[src/design/tcpr_pkg.sv]
// shared types, constants and helpers for the text cell pixel renderer
// no dependencies; used by the front, queue, back and top level

package tcpr_pkg;

  // default size of the font store
  localparam int GLYPH_SLOTS_DEFAULT     = 256;
  localparam int MAX_CELL_HEIGHT_DEFAULT = 32;

  // widest row the renderer draws; glyph rows are 16 bits
  localparam int MAX_CELL_WIDTH   = 16;
  localparam int CELL_WIDTH_LIMIT = (MAX_CELL_WIDTH < 16) ? MAX_CELL_WIDTH : 16;

  // queue between front and back
  localparam int QUEUE_DEPTH   = 4;
  localparam int QUEUE_PTR_W   = $clog2(QUEUE_DEPTH);
  localparam int QUEUE_COUNT_W = $clog2(QUEUE_DEPTH + 1);

  localparam int CFG_INDEX_W = 3;
  localparam int CFG_DATA_W  = 9;

  typedef enum logic [CFG_INDEX_W-1:0] {
    REG_CELL_WIDTH   = 3'd0,
    REG_CELL_HEIGHT  = 3'd1,
    REG_FIRST_GLYPH  = 3'd2,
    REG_GLYPH_COUNT  = 3'd3,
    REG_DEFAULT_FORE = 3'd4,
    REG_DEFAULT_BACK = 3'd5
  } reg_index_t;

  typedef enum logic {
    CMD_LOAD   = 1'b0,
    CMD_RENDER = 1'b1
  } command_t;

  localparam logic [3:0] DEFAULT_INDEX = 4'd8;

  localparam logic [23:0] PAL_NORMAL [8] = '{
    24'h000000, 24'hFF0000, 24'h00FF00, 24'hFFFF00,
    24'h0000FF, 24'hFF00FF, 24'h00FFFF, 24'hFFFFFF
  };
  localparam logic [23:0] PAL_DIM [8] = '{
    24'h808080, 24'h800000, 24'h008000, 24'h808000,
    24'h000080, 24'h800080, 24'h008080, 24'hC0C0C0
  };

  // one rendered row waiting for the back end
  typedef struct packed {
    logic [23:0] fg;
    logic [23:0] bg;
    logic [15:0] lit;
    logic [4:0]  width;
  } row_job_t;

  function automatic logic [2:0] pick_index(input logic [3:0] idx, input logic [2:0] dflt);
    return (idx == DEFAULT_INDEX) ? dflt : idx[2:0];
  endfunction

endpackage

[src/design/tcpr_queue.sv]
// small fifo of prepared rows between front and back
// depends on tcpr_pkg

module tcpr_queue (
  input  logic                               clk,
  input  logic                               rst,
  input  logic                               push,
  input  tcpr_pkg::row_job_t                 push_job,
  input  logic                               pop,
  output logic                               head_valid,
  output tcpr_pkg::row_job_t                 head_job,
  output logic [tcpr_pkg::QUEUE_COUNT_W-1:0] count
);

  localparam int PW = tcpr_pkg::QUEUE_PTR_W;
  localparam int CW = tcpr_pkg::QUEUE_COUNT_W;

  tcpr_pkg::row_job_t entries [tcpr_pkg::QUEUE_DEPTH];
  logic [PW-1:0] wr_ptr;
  logic [PW-1:0] rd_ptr;

  always_ff @(posedge clk) begin
    if (push) begin
      entries[wr_ptr] <= push_job;
    end
  end

  always_ff @(posedge clk) begin
    if (rst) begin
      wr_ptr <= '0;
      rd_ptr <= '0;
      count  <= '0;
    end else begin
      if (push) begin
        wr_ptr <= (wr_ptr == PW'(tcpr_pkg::QUEUE_DEPTH - 1)) ? '0 : wr_ptr + PW'(1);
      end
      if (pop) begin
        rd_ptr <= (rd_ptr == PW'(tcpr_pkg::QUEUE_DEPTH - 1)) ? '0 : rd_ptr + PW'(1);
      end
      count <= count + CW'(push) - CW'(pop);
    end
  end

  assign head_valid = (count != '0);
  assign head_job   = entries[rd_ptr];

endmodule

[config.mk]
export PLATFORM = sky130hd
export DESIGN_NAME = tcpr_queue
export DESIGN_NICKNAME = d
export VERILOG_FILES = /design/src/design/tcpr_pkg.sv /design/src/design/tcpr_queue.sv
export SDC_FILE = /design/constraint.sdc
export NUM_CORES = 1
export LEC_CHECK = 0
export ABC_AREA = 1
export BUFFER_PORTS_ARGS = -buffer_cell sky130_fd_sc_hd__buf_2
export CAP_MARGIN = 10
export CELL_PAD_IN_SITES_DETAIL_PLACEMENT = 1
export CELL_PAD_IN_SITES_GLOBAL_PLACEMENT = 1
export CORE_MARGIN = 4
export CORE_UTILIZATION = 43
export CTS_CLUSTER_SIZE = 12
export DETAILED_ROUTE_END_ITERATION = 8
export GPL_TIMING_DRIVEN = 1
export PLACE_DENSITY_LB_ADDON = 0.1
export SLEW_MARGIN = 10
export SYNTH_ARGS = -nofsm -noshare
export SYNTH_HDL_FRONTEND = slang
export SYNTH_SLANG_ARGS = --single-unit
export TNS_END_PERCENT = 100
[constraint.sdc]
create_clock -name clk -period 2.4 [get_ports clk]
set_clock_uncertainty 0.05 [all_clocks]
set_input_delay 0.24 -clock clk [delete_from_list [all_inputs] [get_ports clk]]
set_output_delay 0.24 -clock clk [all_outputs]
set_load 0.01 [all_outputs]
==> impl_results.md <==
- Rows: 60
- Die Width: 174 µm
- Post-synthesis cell count: 863
- Seq/Total Area, Yosys: 0.715
- Drt first pass iters: 4
- Peak fanout along the critical path: 91
- Max_cap viols: 0
- CP delay by family, top: buffers and inverters
- Total grt overflow: 0
- Final hold vios: 0
- Crit-path max cell delay: 0.51 ns
- Non-Filler Instances: 1460
- DRC: 0
- Status: finished, final reports clean
- Max VDD drop: 0.587 mV
- Final wirelength: 25000 µm
- Post-CTS setup buffers: 0
- Clock power share: 0.392
- Area Growth Syn to Fin: 24.7%
- Required time worst endpoint: 2.11 ns
- Placed instance count: 1328
- Leak: 5.76 nW
- P_sw: 2.71 mW
- Fin. max-slew vios: 0
- CTS Sinks: 285
- Crit path buffers/inverters: 2
- Routability Congestion: 0.731
- Syn Nets: 944
- Initial core utilization: 0.438
- Cell variety after synth: 19
- CP max-delay cell: dfxtp_4
- Hold Crit Class: primary input to flip-flop
- Worst setup SP type: flip-flop
- Routed len/inst: 17.1 µm
- Cts bufs inserted: 31
- RSZ-0062 raised after global routing: false
- First-pass GRT wire length: 40000 µm
- WS Path Type: flip-flop to primary output
- Final ANT Viol Nets: 0
- Syn_area_per_cell: 13.7 µm²
- Crit share post-route: 0.944
- DIE AREA: 30300 µm²
- Iteration-0 DRC Markers: 338
- Layout filler cell count: 2689
- CP Capture Type: primary output
- Relative slew slack: 0.629
- FMAX: 442 MHz
- Vias: 7104
- Final Setup Violations: 0
- Finished Core Util: 0.546
- CTS tree: built
- DP HPWL: 15000 µm
- Clk_lat worst skew: 0.54 ns
- Gr usage total: 0.163
- Tmin final: 2.26 ns
- Int Power: 9.09 mW
- Cells along the critical path: buf_16 -> a21oi_2 -> o21ai_1 -> nand2_1 -> buf_2
- Initial antenna violation count: 2
- Root cell of the clock tree: clkbuf_16
- Comb pwr share: 0.117
- Reg power frac: 0.491
- Vias in the first global route: 7737
- Crit path DAT: 1.97 ns
- Total number of H-tree levels: 1
- Net Sw Frac: 0.230
- Fraction of layout cells with a size suffix above 1: 0.296
- Worst-case clock buffer depth: 3
- Mapped cell area: 11800 µm²
- CTS clk-pin slew, worst paths: 0.06 ns
- I/O Buffers: 145
- Largest net degree at the start of global routing: 92
- Placeable Area: 27000 µm²
- Measured slew at the worst slew-check pin: 0.557 ns
- Io pins: 146
- Nets: 1174
- P per Cell Area: 800 nW/µm²
- Die height: 174 µm
- Synth warnings: 0
- Register bit total from synthesis: 285
- Setup TNS: 0 ns
- Via density: 4.87
[final timing paths]
kind | startpoint | endpoint | slack, ns | depth (start not counted)
max reg2reg | wr_ptr[0] | entries[2][16] | 0.69 | 5
max | flip-flop | head_job[46] | 0.14 | 5
min | rst | count[1] | 0.40 | 3
min reg2reg | rd_ptr[0] | flip-flop | 0.46 | 2
[routing by layer]
metal,vias up,global-route usage,wire [µm]
li1,3464,-,-
met1,3494,0.204,10900
met2,116,0.295,12700
met3,30,0.0302,993
met4,0,0.0386,407
met5,-,0,0
[synthesized netlist by cell type, drive strengths merged]
master / n / area share
buf: 45 / 0.030
clkbuf: 1 / 0.00032
inv: 153 / 0.049
nor2: 9 / 0.0029
nand2: 147 / 0.047
o21ai: 72 / 0.030
a21oi: 72 / 0.046
dfxtp: 9 / 0.015
o211ai: 69 / 0.070
nand3: 2 / 0.00085
fa: 1 / 0.0017
ha: 7 / 0.0074
edfxtp: 276 / 0.70
[area by class of cell]
type | instances | area [µm²] | share of cell area
antenna | 2 | 5.00 | 0.000339
clock inverter | 11 | 125 | 0.00848
timing repair buffer | 243 | 1840 | 0.124
clock buffer | 46 | 882 | 0.0598
tap | 341 | 427 | 0.0289
sequential | 285 | 8480 | 0.574
inverter | 153 | 576 | 0.0390
multi-input combinational | 379 | 2430 | 0.165
[stage by stage]
stage | hold slack, ns | cell area, µm² | setup slack, ns | power, mW
after detailed placement | 0.409 | 13000 | 0.648 | 7.20
after CTS | 0.375 | 14700 | 0.0609 | 12.0
after floorplan | 0.257 | 11800 | 0.00574 | 6.67
final | 0.403 | 14800 | 0.135 | 11.8
after global placement | 0.404 | 13000 | 0.668 | 7.15
after global routing | 0.396 | 14800 | 0.0174 | 12.4
[tightest hold or removal path: cells and delay by family]
kind	cells	cell delay (ns)
buffers and inverters	2	0.66
and+or+nand+nor	1	0.04
[what timing repair did]
action	in CTS	in global routing
endpoints found under the hold margin	283	0
resized for setup	0	2
hold buffers	72	0
setup endpoints to repair	0	4
[flip-flops by register name, summed over array words and instances (netlist names), named ones only]
register,flops
wr_ptr,2
count,3
entries,276
rd_ptr,2
[power by group through the flow]
stage          clock network (mW)  registers, mW  logic, mW
2_1_floorplan                   0           5.87      0.795
3_3_place_gp                    0           5.89       1.26
3_5_place_dp                    0           5.90       1.30
4_1_cts                      4.76           5.80       1.40
5_1_grt                      5.02           5.82       1.54
6_report                     4.63           5.80       1.38
[logic make-up after synthesis]
group	share of synthesized area
fa+ha+maj	0.00909
flops	0.715
compound gates	0.146
simple gates	0.0503
buf+inv	0.0791
[cell usage in the layout (no fill, tap or decap), drive strengths merged]
master       netlist  layout
ha                 7       7
nand2            147     147
dfxtp              9       9
diode              0       2
inv              153     152
nor2               9       9
o211ai            69      69
edfxtp           276     276
nand3              2       2
clkbuf             1      47
bufinv             0       3
buf               45     170
fa                 1       1
o21ai             72      72
a21oi             72      72
dlygate4sd3        0      72
clkinv             0       9
No activity file was read; power rests on OpenSTA's default activity.
