<file path="src/design/tcpr_pkg.sv">
// shared types, constants and helpers for the text cell pixel renderer
// no dependencies; used by the front, queue, back and top level

package tcpr_pkg;

  // default size of the font store
  localparam int GLYPH_SLOTS_DEFAULT     = 256;
  localparam int MAX_CELL_HEIGHT_DEFAULT = 32;

  // widest row the renderer draws; glyph rows are 16 bits
  localparam int MAX_CELL_WIDTH   = 16;
  localparam int CELL_WIDTH_LIMIT = (MAX_CELL_WIDTH < 16) ? MAX_CELL_WIDTH : 16;

  // queue between front and back
  localparam int QUEUE_DEPTH   = 4;
  localparam int QUEUE_PTR_W   = $clog2(QUEUE_DEPTH);
  localparam int QUEUE_COUNT_W = $clog2(QUEUE_DEPTH + 1);

  localparam int CFG_INDEX_W = 3;
  localparam int CFG_DATA_W  = 9;

  typedef enum logic [CFG_INDEX_W-1:0] {
    REG_CELL_WIDTH   = 3'd0,
    REG_CELL_HEIGHT  = 3'd1,
    REG_FIRST_GLYPH  = 3'd2,
    REG_GLYPH_COUNT  = 3'd3,
    REG_DEFAULT_FORE = 3'd4,
    REG_DEFAULT_BACK = 3'd5
  } reg_index_t;

  typedef enum logic {
    CMD_LOAD   = 1'b0,
    CMD_RENDER = 1'b1
  } command_t;

  localparam logic [3:0] DEFAULT_INDEX = 4'd8;

  localparam logic [23:0] PAL_NORMAL [8] = '{
    24'h000000, 24'hFF0000, 24'h00FF00, 24'hFFFF00,
    24'h0000FF, 24'hFF00FF, 24'h00FFFF, 24'hFFFFFF
  };
  localparam logic [23:0] PAL_DIM [8] = '{
    24'h808080, 24'h800000, 24'h008000, 24'h808000,
    24'h000080, 24'h800080, 24'h008080, 24'hC0C0C0
  };

  // one rendered row waiting for the back end
  typedef struct packed {
    logic [23:0] fg;
    logic [23:0] bg;
    logic [15:0] lit;
    logic [4:0]  width;
  } row_job_t;

  function automatic logic [2:0] pick_index(input logic [3:0] idx, input logic [2:0] dflt);
    return (idx == DEFAULT_INDEX) ? dflt : idx[2:0];
  endfunction

endpackage

</file>
<file path="src/design/tcpr_back.sv">
// back end: walks a prepared row one pixel per cycle, while the output is not stalled, into the output register
// depends on tcpr_pkg

module tcpr_back (
  input  logic               clk,
  input  logic               rst,
  input  logic               head_valid,
  input  tcpr_pkg::row_job_t head_job,
  output logic               pop,
  output logic               out_valid,
  input  logic               out_ready,
  output logic [23:0]        pixel_rgb,
  output logic [3:0]         column,
  output logic               last
);

  logic [3:0] x;
  logic       advance;
  logic       at_end;

  assign advance = !out_valid || out_ready;
  assign at_end  = ({1'b0, x} + 5'd1) == head_job.width;
  assign pop     = advance && head_valid && at_end;

  always_ff @(posedge clk) begin
    if (rst) begin
      out_valid <= 1'b0;
      x         <= 4'd0;
    end else if (advance) begin
      out_valid <= head_valid;
      if (head_valid) begin
        x <= at_end ? 4'd0 : x + 4'd1;
      end
    end
  end

  always_ff @(posedge clk) begin
    if (advance && head_valid) begin
      pixel_rgb <= head_job.lit[x] ? head_job.fg : head_job.bg;
      column    <= x;
      last      <= at_end;
    end
  end

endmodule

</file>
<file path="config.mk">
export PLATFORM = sky130hd
export DESIGN_NAME = tcpr_back
export DESIGN_NICKNAME = d
export VERILOG_FILES = /design/src/design/tcpr_pkg.sv /design/src/design/tcpr_back.sv
export SDC_FILE = /design/constraint.sdc
export NUM_CORES = 1
export LEC_CHECK = 0
export BUFFER_PORTS_ARGS = -buffer_cell sky130_fd_sc_hd__buf_2
export CAP_MARGIN = 20
export CELL_PAD_IN_SITES_DETAIL_PLACEMENT = 0
export CELL_PAD_IN_SITES_GLOBAL_PLACEMENT = 1
export CORE_AREA = 5 5 69 87
export CTS_CLUSTER_DIAMETER = 120
export CTS_CLUSTER_SIZE = 12
export DETAILED_ROUTE_END_ITERATION = 8
export DIE_AREA = 0 0 74 92
export GPL_TIMING_DRIVEN = 1
export PLACE_DENSITY = 0.89
export SYNTH_ARGS = -nofsm -noshare
export SYNTH_HDL_FRONTEND = slang
export SYNTH_SLANG_ARGS = --single-unit
</file>
<file path="constraint.sdc">
create_clock -name clk -period 5.5 [get_ports clk]
set_input_delay 1.1 -clock clk [delete_from_list [all_inputs] [get_ports clk]]
set_output_delay 1.1 -clock clk [all_outputs]
set_load 0.005 [all_outputs]
</file>
==> metrics.csv, run 1 <==
metric,value,unit
Final Setup Violations,0,
die area,6808,um2
PD cells,263.7,nW/um2
combinational power share,22.0,%
initial antenna violation count,1,
remaining global-route overflow,0,
FF-to-FF path depth,4,
Layout Nets,280,
Final Power,0.6237,mW
slew margin rel.,47.41,%
worst setup path class,primary input to output pin,
CP max stage delay,600,ps
area grow syn2layout,34.90,%
"non-filler cells, final",269,
start point of the critical path,head_job[3],
Max Fclk,283.1,MHz
crit share post-route,64.23,%
Worst R2R End,pixel_rgb[22],
antenna cells,0,
drt drc,0,
RSZ-0062 raised after global routing,no,
# IOs,104,
hold_ws,550.6,ps
RD Place Congestion,0.7702,
Starting Density,34.76,%
largest cells by area after synthesis,"edfxtp_1, mux2_4, mux4_1",
met2 Usage GRT,20.71,%
share of cells above drive strength 1,65.22,%
number of vias per cell,4.714,
first-iteration detailed-routing DRC count,39,
Reg-to-Reg Start,x[1],
clock latency at the later pin of the worst-skew pair,270,ps
synthesized area per cell,17.19,um2
HP Class,register to register,
cell taking the most area after synthesis,edfxtp_1,
sequential area share after synthesis,55.39,%
Worst EP arrival,2430,ps
die span in y,92,um
Mapped Area,1753,um2
sw frac,23.25,%
number of port buffers,103,
Slew Limit Fails,0,
TritonCTS clock tree,done,
synthesized instance count,102,
"Reg clk slew, reported paths",60,ps
YS warnings,0,
antenna-violating nets left,0,
Final WS setup,1967,ps
Final Skew,1.946,ps
final cell area excluding filler cells,2365,um2
Wirelength per Cell,14.75,um
All-Layer GR Usage,11.87,%
peak supply drop,97.89,uV
max cap viols,0,
post-layout minimum cycle time,3533,ps
dpl cell area,2283,um2
Final Hold Fails,0,
core area,5044,um2
Routed WL,3967,um
outcome,completed,
GRT busiest layer,met2,
critical path endpoint,pop,
row count,29,
synth unique cells,28,
first-pass GRT wire length,6182,um
via count,1268,
"Core Util, Final",46.89,%
Critical Path Slowest Stage Cell,nor4_1,
CTS Sinks,34,
Fill cells,459,
sequential fraction of design power,50.9,%
"Critical Path, Cell by Cell",buf_2 -> xor2_1 -> xnor2_1 -> nor4_1 -> and3_1 -> buf_2,
post-CTS setup repair buffer count,0,
"setup slack, reg-to-reg",3120,ps
P_int,0.4787,mW
first drt pass iteration count,4,
Die Wd,74,um
"Top cell by count, worst path",buf_2,
HPWL Detailed,3193,um
Root Driver,clkbuf_8,
Num CTS Buffers,5,
top cell type's share of synthesized area,49.68,%
H-tree depth,2,
number of synthesized register bits,34,
cts hold-fix bufs,0,
actual slew at the worst max-slew pin,781.6,ps
largest net degree at the start of global routing,37,
crit start category,primary input,
NetSw,0.1450,mW
"Req. time, crit path",4400,ps
clk buf depth,2,
dpl ws,1992,ps
vias in the first global route,1337,
crit path max fanout,6,
"Net Count, Synth",176,
met3 Use GR,4.705,%
Final TNS setup,0,ps
Resized cells post-CTS,0,
global routing usage on met1,12.74,%
Leak,1.083,nW
clock share of power,27.1,%
placed cells,261,
CP Capture Type,output pin,
-- placed cells by master (no fill, tap or decap), types with 2 or more instances in the layout --
cell type	instances
mux4_1	4
xor2_1	3
a311oi_1	4
edfxtp_1	29
mux2_2	4
nand3_1	2
xnor2_1	5
clkbuf_8	5
mux2i_1	3
and2_1	2
mux2_4	21
buf_2	103
dfxtp_1	5
-- worst min path at each step --
stage | end | startpoint | cells after the start
2_1_floorplan | column[2] | x[2] | 0
3_3_place_gp | out_valid | out_valid | 2
6_report | out_valid | out_valid | 2
3_5_place_dp | out_valid | out_valid | 2
5_1_grt | out_valid | out_valid | 2
4_1_cts | out_valid | out_valid | 2
-- critical path, delay by kind of cell --
family	cells	cell delay, ps
xor gates and xnor gates	2	270
and+or+nand+nor	2	840
buffers and inverters	2	210
-- cells by family after synthesis --
group           after synthesis  share of synthesized area (%)
xor+xnor                      8                          3.997
simple gates                 11                          3.855
flops                        34                          55.39
mux                          32                          28.27
fa+ha+maj                     1                         0.7137
compound gates                8                          3.568
buf+inv                       8                          4.211
-- synthesized netlist by cell type, drive strengths merged --
master,number
ha,1
nor4,1
o21ai,1
and3,1
nand4b,1
nand2b,1
o2bb2ai,1
dfxtp,5
nor3b,1
mux2,25
o22a,1
inv,1
nand3,2
and2,2
mux4,4
a21oi,1
edfxtp,29
xnor2,5
xor2,3
a311oi,4
buf,6
clkbuf,1
nor2,1
mux2i,3
nor2b,1
-- layer usage --
metal | vias to the layer above | share of wire, %
met3 | 11 | 10
met2 | 60 | 53
met1 | 588 | 35
li1 | 607 | -
met4 | 2 | 1.6
met5 | - | 0.28
-- area by class of cell --
cell class	instances	area, um2	area share [%]
flip-flops and latches	34	970.9	41.06
multi-input cells	60	708.2	29.95
repair buffers	104	523.0	22.12
well taps	62	77.57	3.280
clock buffers	6	72.57	3.069
clock inverters	2	8.758	0.3704
inverters	1	3.754	0.1587
-- registers in the layout (all words and copies together) (netlist names) --
| name | flops |
|---|---|
| out_valid | 1 |
| column | 4 |
| pixel_rgb | 24 |
| last | 1 |
| x | 4 |
-- power groups by stage --
stage,Combinational (mW),Clock [mW],Sequential [mW]
2_1_floorplan,0.0935,0,0.323
3_3_place_gp,0.137,0,0.322
3_5_place_dp,0.140,0,0.323
4_1_cts,0.140,0.179,0.318
5_1_grt,0.149,0.190,0.320
6_report,0.137,0.169,0.317
Note: power is estimated with default switching activity, not from simulation.
==> run 2: changes to the inputs <==
- CORE_AREA: 5 5 69 87 -> 5 5 72 90
- DIE_AREA: 0 0 74 92 -> 0 0 77 95
- PLACE_DENSITY: 0.89 -> 0.84
- clock period: 5.5 -> 3.5 ns (I/O delays scaled with it)
==> metrics.csv, run 2 (synthesis gave the netlist of run 1 again) <==
metric,value,unit,change
clock share of power,26.8,%,-0.3 points
post-layout minimum cycle time,2831,ps,
Resized cells post-CTS,0,,unchanged
dpl ws,916.8,ps,-1075 ps
area grow syn2layout,35.62,%,
Final WS setup,669.2,ps,-1298 ps
Starting Density,31.17,%,-3.6 points
"delay-heaviest family, CP",compound AO/OA/AOI/OAI gates,,
TritonCTS clock tree,done,,
start point of the critical path,x[1],,
vias in the first global route,1335,,-0.15%
clk buf depth,2,,unchanged
crit path max fanout,8,,+2
# IOs,104,,unchanged
largest net degree at the start of global routing,36,,-2.7%
sequential fraction of design power,51.0,%,about the same
"commonest non-fill, non-tap cells in the layout","buf_2, edfxtp_1, mux2_4",,
Worst EP arrival,2130,ps,-300 ps
Routed WL,4007,um,+1.0%
number of port buffers,103,,unchanged
"Req. time, crit path",2800,ps,-1600 ps
Slew Limit Fails,0,,unchanged
"commonest non-fill, non-tap cell in the layout",buf_2,,
Final Setup Violations,0,,unchanged
"setup slack, reg-to-reg",1100,ps,-2020 ps
hold path startpoint,out_valid,,
"Core Util, Final",42.27,%,-4.6 points
clock latency at the later pin of the worst-skew pair,270,ps,about the same
number of vias per cell,4.620,,-2.0%
first drt pass iteration count,4,,unchanged
first-iteration detailed-routing DRC count,33,,-15%
die span in y,95,um,+3.3%
drt drc,0,,unchanged
Final Skew,6.882,ps,+4.936 ps
post-CTS setup repair buffer count,0,,unchanged
core area,5624,um2,+12%
peak supply drop,147.6,uV,+51%
P_int,0.7539,mW,+57%
via count,1266,,-0.16%
Largest Register,pixel_rgb,,
Root Driver,clkbuf_8,,
share of cells above drive strength 1,65.38,%,+0.17 points
Die Wd,77,um,+4.1%
CTS Sinks,34,,unchanged
sw frac,22.96,%,-0.30 points
row count,31,,+6.9%
crit start category,register,,
Final Hold Fails,0,,unchanged
"Reg clk slew, reported paths",70,ps,about the same
cts hold-fix bufs,0,,unchanged
outcome,completed,,
die area,7315,um2,+7.4%
actual slew at the worst max-slew pin,452.2,ps,-329.4 ps
antenna cells,0,,unchanged
Reg-to-Reg Start,x[1],,
combinational power share,22.2,%,+0.2 points
RSZ-0062 raised after global routing,no,,
initial antenna violation count,0,,-1
first-pass GRT wire length,6327,um,+2.3%
HP Class,register to register,,
H-tree depth,2,,unchanged
Fill cells,504,,+9.8%
Wirelength per Cell,14.62,um,-0.83%
HPWL Detailed,3107,um,-2.7%
Layout Nets,281,,+0.36%
Num CTS Buffers,5,,unchanged
worst setup path class,register to output pin,,
Max Fclk,353.3,MHz,
PD cells,411.6,nW/um2,+56%
RD Place Congestion,0.6973,,-9.5%
crit share post-route,80.88,%,
antenna-violating nets left,0,,unchanged
Critical Path Slowest Stage Cell,dfxtp_1,,
max cap viols,0,,unchanged
All-Layer GR Usage,11.08,%,-0.80 points
CP max stage delay,530,ps,-70 ps
NetSw,0.2246,mW,+55%
Final Power,0.9785,mW,+57%
Leak,1.088,nW,+0.49%
CP Capture Type,output pin,,
Final TNS setup,0,ps,unchanged
Top Registers,"pixel_rgb: 24 flops, column: 4 flops, x: 4 flops",,
"Critical Path, Cell by Cell",ha_1 -> nor2b_1 -> o22a_1 -> o2bb2ai_1 -> and3_1 -> buf_2,,
remaining global-route overflow,0,,unchanged
buffers and inverters on the worst path,1,,-1
max reg flops,24,,unchanged
slew margin rel.,69.85,%,+22 points
==> run 2: cell count changes in the layout (fill, tap and decap cells not counted) <==
cell / change
buf_4: +1
==> run 2: per-layer routing <==
layer  global-route usage, %  share of wire (%)
met1                   12.35                 40
met2                   17.92                 45
met3                   4.962                 13
met4                   5.587                1.8
met5                       0                  0
==> run 2: final cells by class <==
| type | instances | area, um2 | share of cell area (%) |
|---|---|---|---|
| sequential | 34 | 970.9 | 40.84 |
| multi-input combinational | 60 | 708.2 | 29.79 |
| timing repair buffer | 105 | 530.5 | 22.32 |
| tap | 66 | 82.58 | 3.474 |
| clock buffer | 6 | 72.57 | 3.053 |
| clock inverter | 2 | 8.758 | 0.3684 |
| inverter | 1 | 3.754 | 0.1579 |
==> run 2: through the flow <==
stage               cell area (um2)  instances  hold WS (ps)
global route                   2377        274         589.4
global placement               2296        266         549.7
floorplan                      1753        102         402.9
detailed placement             2296        266         550.8
CTS                            2377        274         562.5
finish                         2377        274         551.6
==> run 2: path summary, 6_finish.rpt <==
check	end	depth (start not counted)
min	out_valid	2
max	pop	6
min reg2reg	out_valid	2
max reg2reg	pixel_rgb[20]	4
==> run 2: power by group through the flow <==
stage / logic, mW / registers (mW) / clock network (mW)
final: 0.217 / 0.499 / 0.263
after global routing: 0.238 / 0.502 / 0.292
after CTS: 0.222 / 0.500 / 0.279
after detailed placement: 0.221 / 0.508 / 0
after global placement: 0.216 / 0.507 / 0
after floorplan: 0.147 / 0.508 / 0
==> run 2: worst register-to-register path: stages (launching register included) <==
cell,delay (ps)
dfxtp_1,530
mux4_1,610
mux2i_1,150
mux2_4,460
mux2_2,400
==> run 3: changes to the inputs <==
- clock period: 3.5 -> 2.7 ns (I/O delays scaled with it)
==> metrics.csv, run 3 (synthesis gave the netlist of run 1 again) <==
metric,value,unit,change
"setup slack, reg-to-reg",410,ps,-690 ps
first-pass GRT wire length,6486,um,+2.5%
CP max stage delay,430,ps,-100 ps
post-layout minimum cycle time,2411,ps,
first-iteration detailed-routing DRC count,50,,+52%
actual slew at the worst max-slew pin,448.4,ps,-3.814 ps
via count,1284,,+1.4%
RD Place Congestion,0.7010,,+0.53%
initial antenna violation count,0,,unchanged
Largest Register,pixel_rgb,,
crit share post-route,89.28,%,
sequential cell area,972.2,um2,+0.13%
Final Hold Fails,0,,unchanged
"delay-heaviest family, CP",simple AND/OR/NAND/NOR gates,,
dpl cell area,2311,um2,+0.65%
first drt pass iteration count,4,,unchanged
Worst R2R End,pixel_rgb[22],,
Final Setup Violations,0,,unchanged
number of vias per cell,4.652,,+0.69%
Reg-to-Reg Start,x[1],,
Final Skew,4.252,ps,-2.631 ps
Starting Density,31.17,%,unchanged
Slew Limit Fails,0,,unchanged
Final Power,1.309,mW,+34%
All-Layer GR Usage,11.46,%,+0.38 points
largest net degree at the start of global routing,36,,unchanged
Top Registers,"pixel_rgb: 24 flops, column: 4 flops, x: 4 flops",,
Critical Path Slowest Stage Cell,dfxtp_2,,
"Critical Path, Cell by Cell",ha_1 -> xnor2_1 -> nor2_1 -> nor4_1 -> and3_1 -> buf_2,,
CP Capture Type,output pin,,
Die Wd,77,um,unchanged
hold_ws,478.8,ps,-72.75 ps
crit path max fanout,8,,unchanged
NetSw,0.2971,mW,+32%
Root Driver,clkbuf_8,,
"Req. time, crit path",2160,ps,-640 ps
share of cells above drive strength 1,66.19,%,+0.81 points
clock share of power,28.7,%,+1.9 points
antenna-violating nets left,0,,unchanged
Leak,1.102,nW,+1.2%
multi-input logic area,708.2,um2,unchanged
vias in the first global route,1325,,-0.75%
buffers and inverters on the worst path,1,,unchanged
# IOs,104,,unchanged
worst setup path class,register to output pin,,
CTS Sinks,34,,unchanged
slew margin rel.,70.10,%,+0.25 points
outcome,completed,,
antenna cells,0,,unchanged
Fill cells,519,,+3.0%
max reg flops,24,,unchanged
"commonest non-fill, non-tap cells in the layout","buf_2, edfxtp_1, mux2_4",,
sequential fraction of design power,49.1,%,-1.9 points
Worst Hold End,x[1],,
"Reg clk slew, reported paths",60,ps,about the same
die span in y,95,um,unchanged
clock latency at the later pin of the worst-skew pair,280,ps,about the same
hold path startpoint,rst,,
combinational power share,22.2,%,about the same
"commonest non-fill, non-tap cell in the layout",buf_2,,
drt drc,0,,unchanged
peak supply drop,144.4,uV,-2.1%
remaining global-route overflow,0,,unchanged
max cap viols,0,,unchanged
Routed WL,4126,um,+3.0%
row count,31,,unchanged
clk buf depth,2,,unchanged
RSZ-0062 raised after global routing,no,,
Final TNS setup,0,ps,unchanged
H-tree depth,2,,unchanged
die area,7315,um2,unchanged
FF-to-FF path depth,4,,unchanged
P_int,1.012,mW,+34%
Max Fclk,414.8,MHz,
Wirelength per Cell,14.95,um,+2.2%
HP Class,primary input to register,,
cts hold-fix bufs,0,,unchanged
area grow syn2layout,37.04,%,
PD cells,544.9,nW/um2,+32%
hold path depth,2,,unchanged
crit start category,register,,
number of port buffers,103,,unchanged
Num CTS Buffers,5,,unchanged
Layout Nets,283,,+0.71%
sw frac,22.70,%,-0.26 points
HPWL Detailed,3191,um,+2.7%
TritonCTS clock tree,done,,
Worst EP arrival,1870,ps,-260 ps
final cell area excluding filler cells,2402,um2,+1.1%
"Core Util, Final",42.71,%,+0.44 points
core area,5624,um2,unchanged
run 3: cell types whose count changed in the layout (fill, tap and decap cells not counted):
cell	change
dfxtp_2	+1
clkbuf_8	+1
clkbuf_1	+1
clkinv_1	-1
buf_4	+2
clkinv_2	-1
dfxtp_1	-1
run 3: layout make-up:
| cell class | count | area share, % |
|---|---|---|
| Clock buffer | 8 | 3.750 |
| Timing Repair Buffer | 107 | 22.71 |
| Inverter | 1 | 0.1563 |
| Tap cell | 66 | 3.438 |
| Sequential cell | 34 | 40.47 |
| Multi-Input combinational cell | 60 | 29.48 |
run 3: worst max-delay path by stage:
stage	slack (ps)	end	cells after the start	startpoint
2_1_floorplan	60	pop	4	out_ready
3_3_place_gp	350	pixel_rgb[23]	5	head_job[7]
3_5_place_dp	260	pixel_rgb[22]	4	x[1]
4_1_cts	90	pop	6	x[1]
5_1_grt	130	pop	6	x[1]
6_report	290	pop	6	x[1]
run 3: power by group through the flow:
stage	logic, mW	clock network (mW)	registers [mW]
after floorplan	0.190	0	0.658
after global placement	0.287	0	0.652
after detailed placement	0.292	0	0.655
after CTS	0.295	0.390	0.644
after global routing	0.315	0.409	0.648
final	0.290	0.376	0.643
run 3: repair_timing:
item / 4_1_cts / 5_1_grt
endpoints found under the setup margin: 0 / 1
resized for setup: 0 / 1
setup buffers: 0 / 0
run 3: per-stage QoR:
stage | setup WS, ps | std cells
floorplan | 56.12 | 102
global placement | 345.0 | 268
detailed placement | 263.6 | 268
CTS | 86.26 | 276
global route | 125.7 | 276
finish | 289.4 | 276
run 3: layer usage:
metal	wire (um)	GRT usage [%]
met2	1809	18.20
met3	549	5.057
met5	0	0
met4	92	6.017
met1	1673	13.02
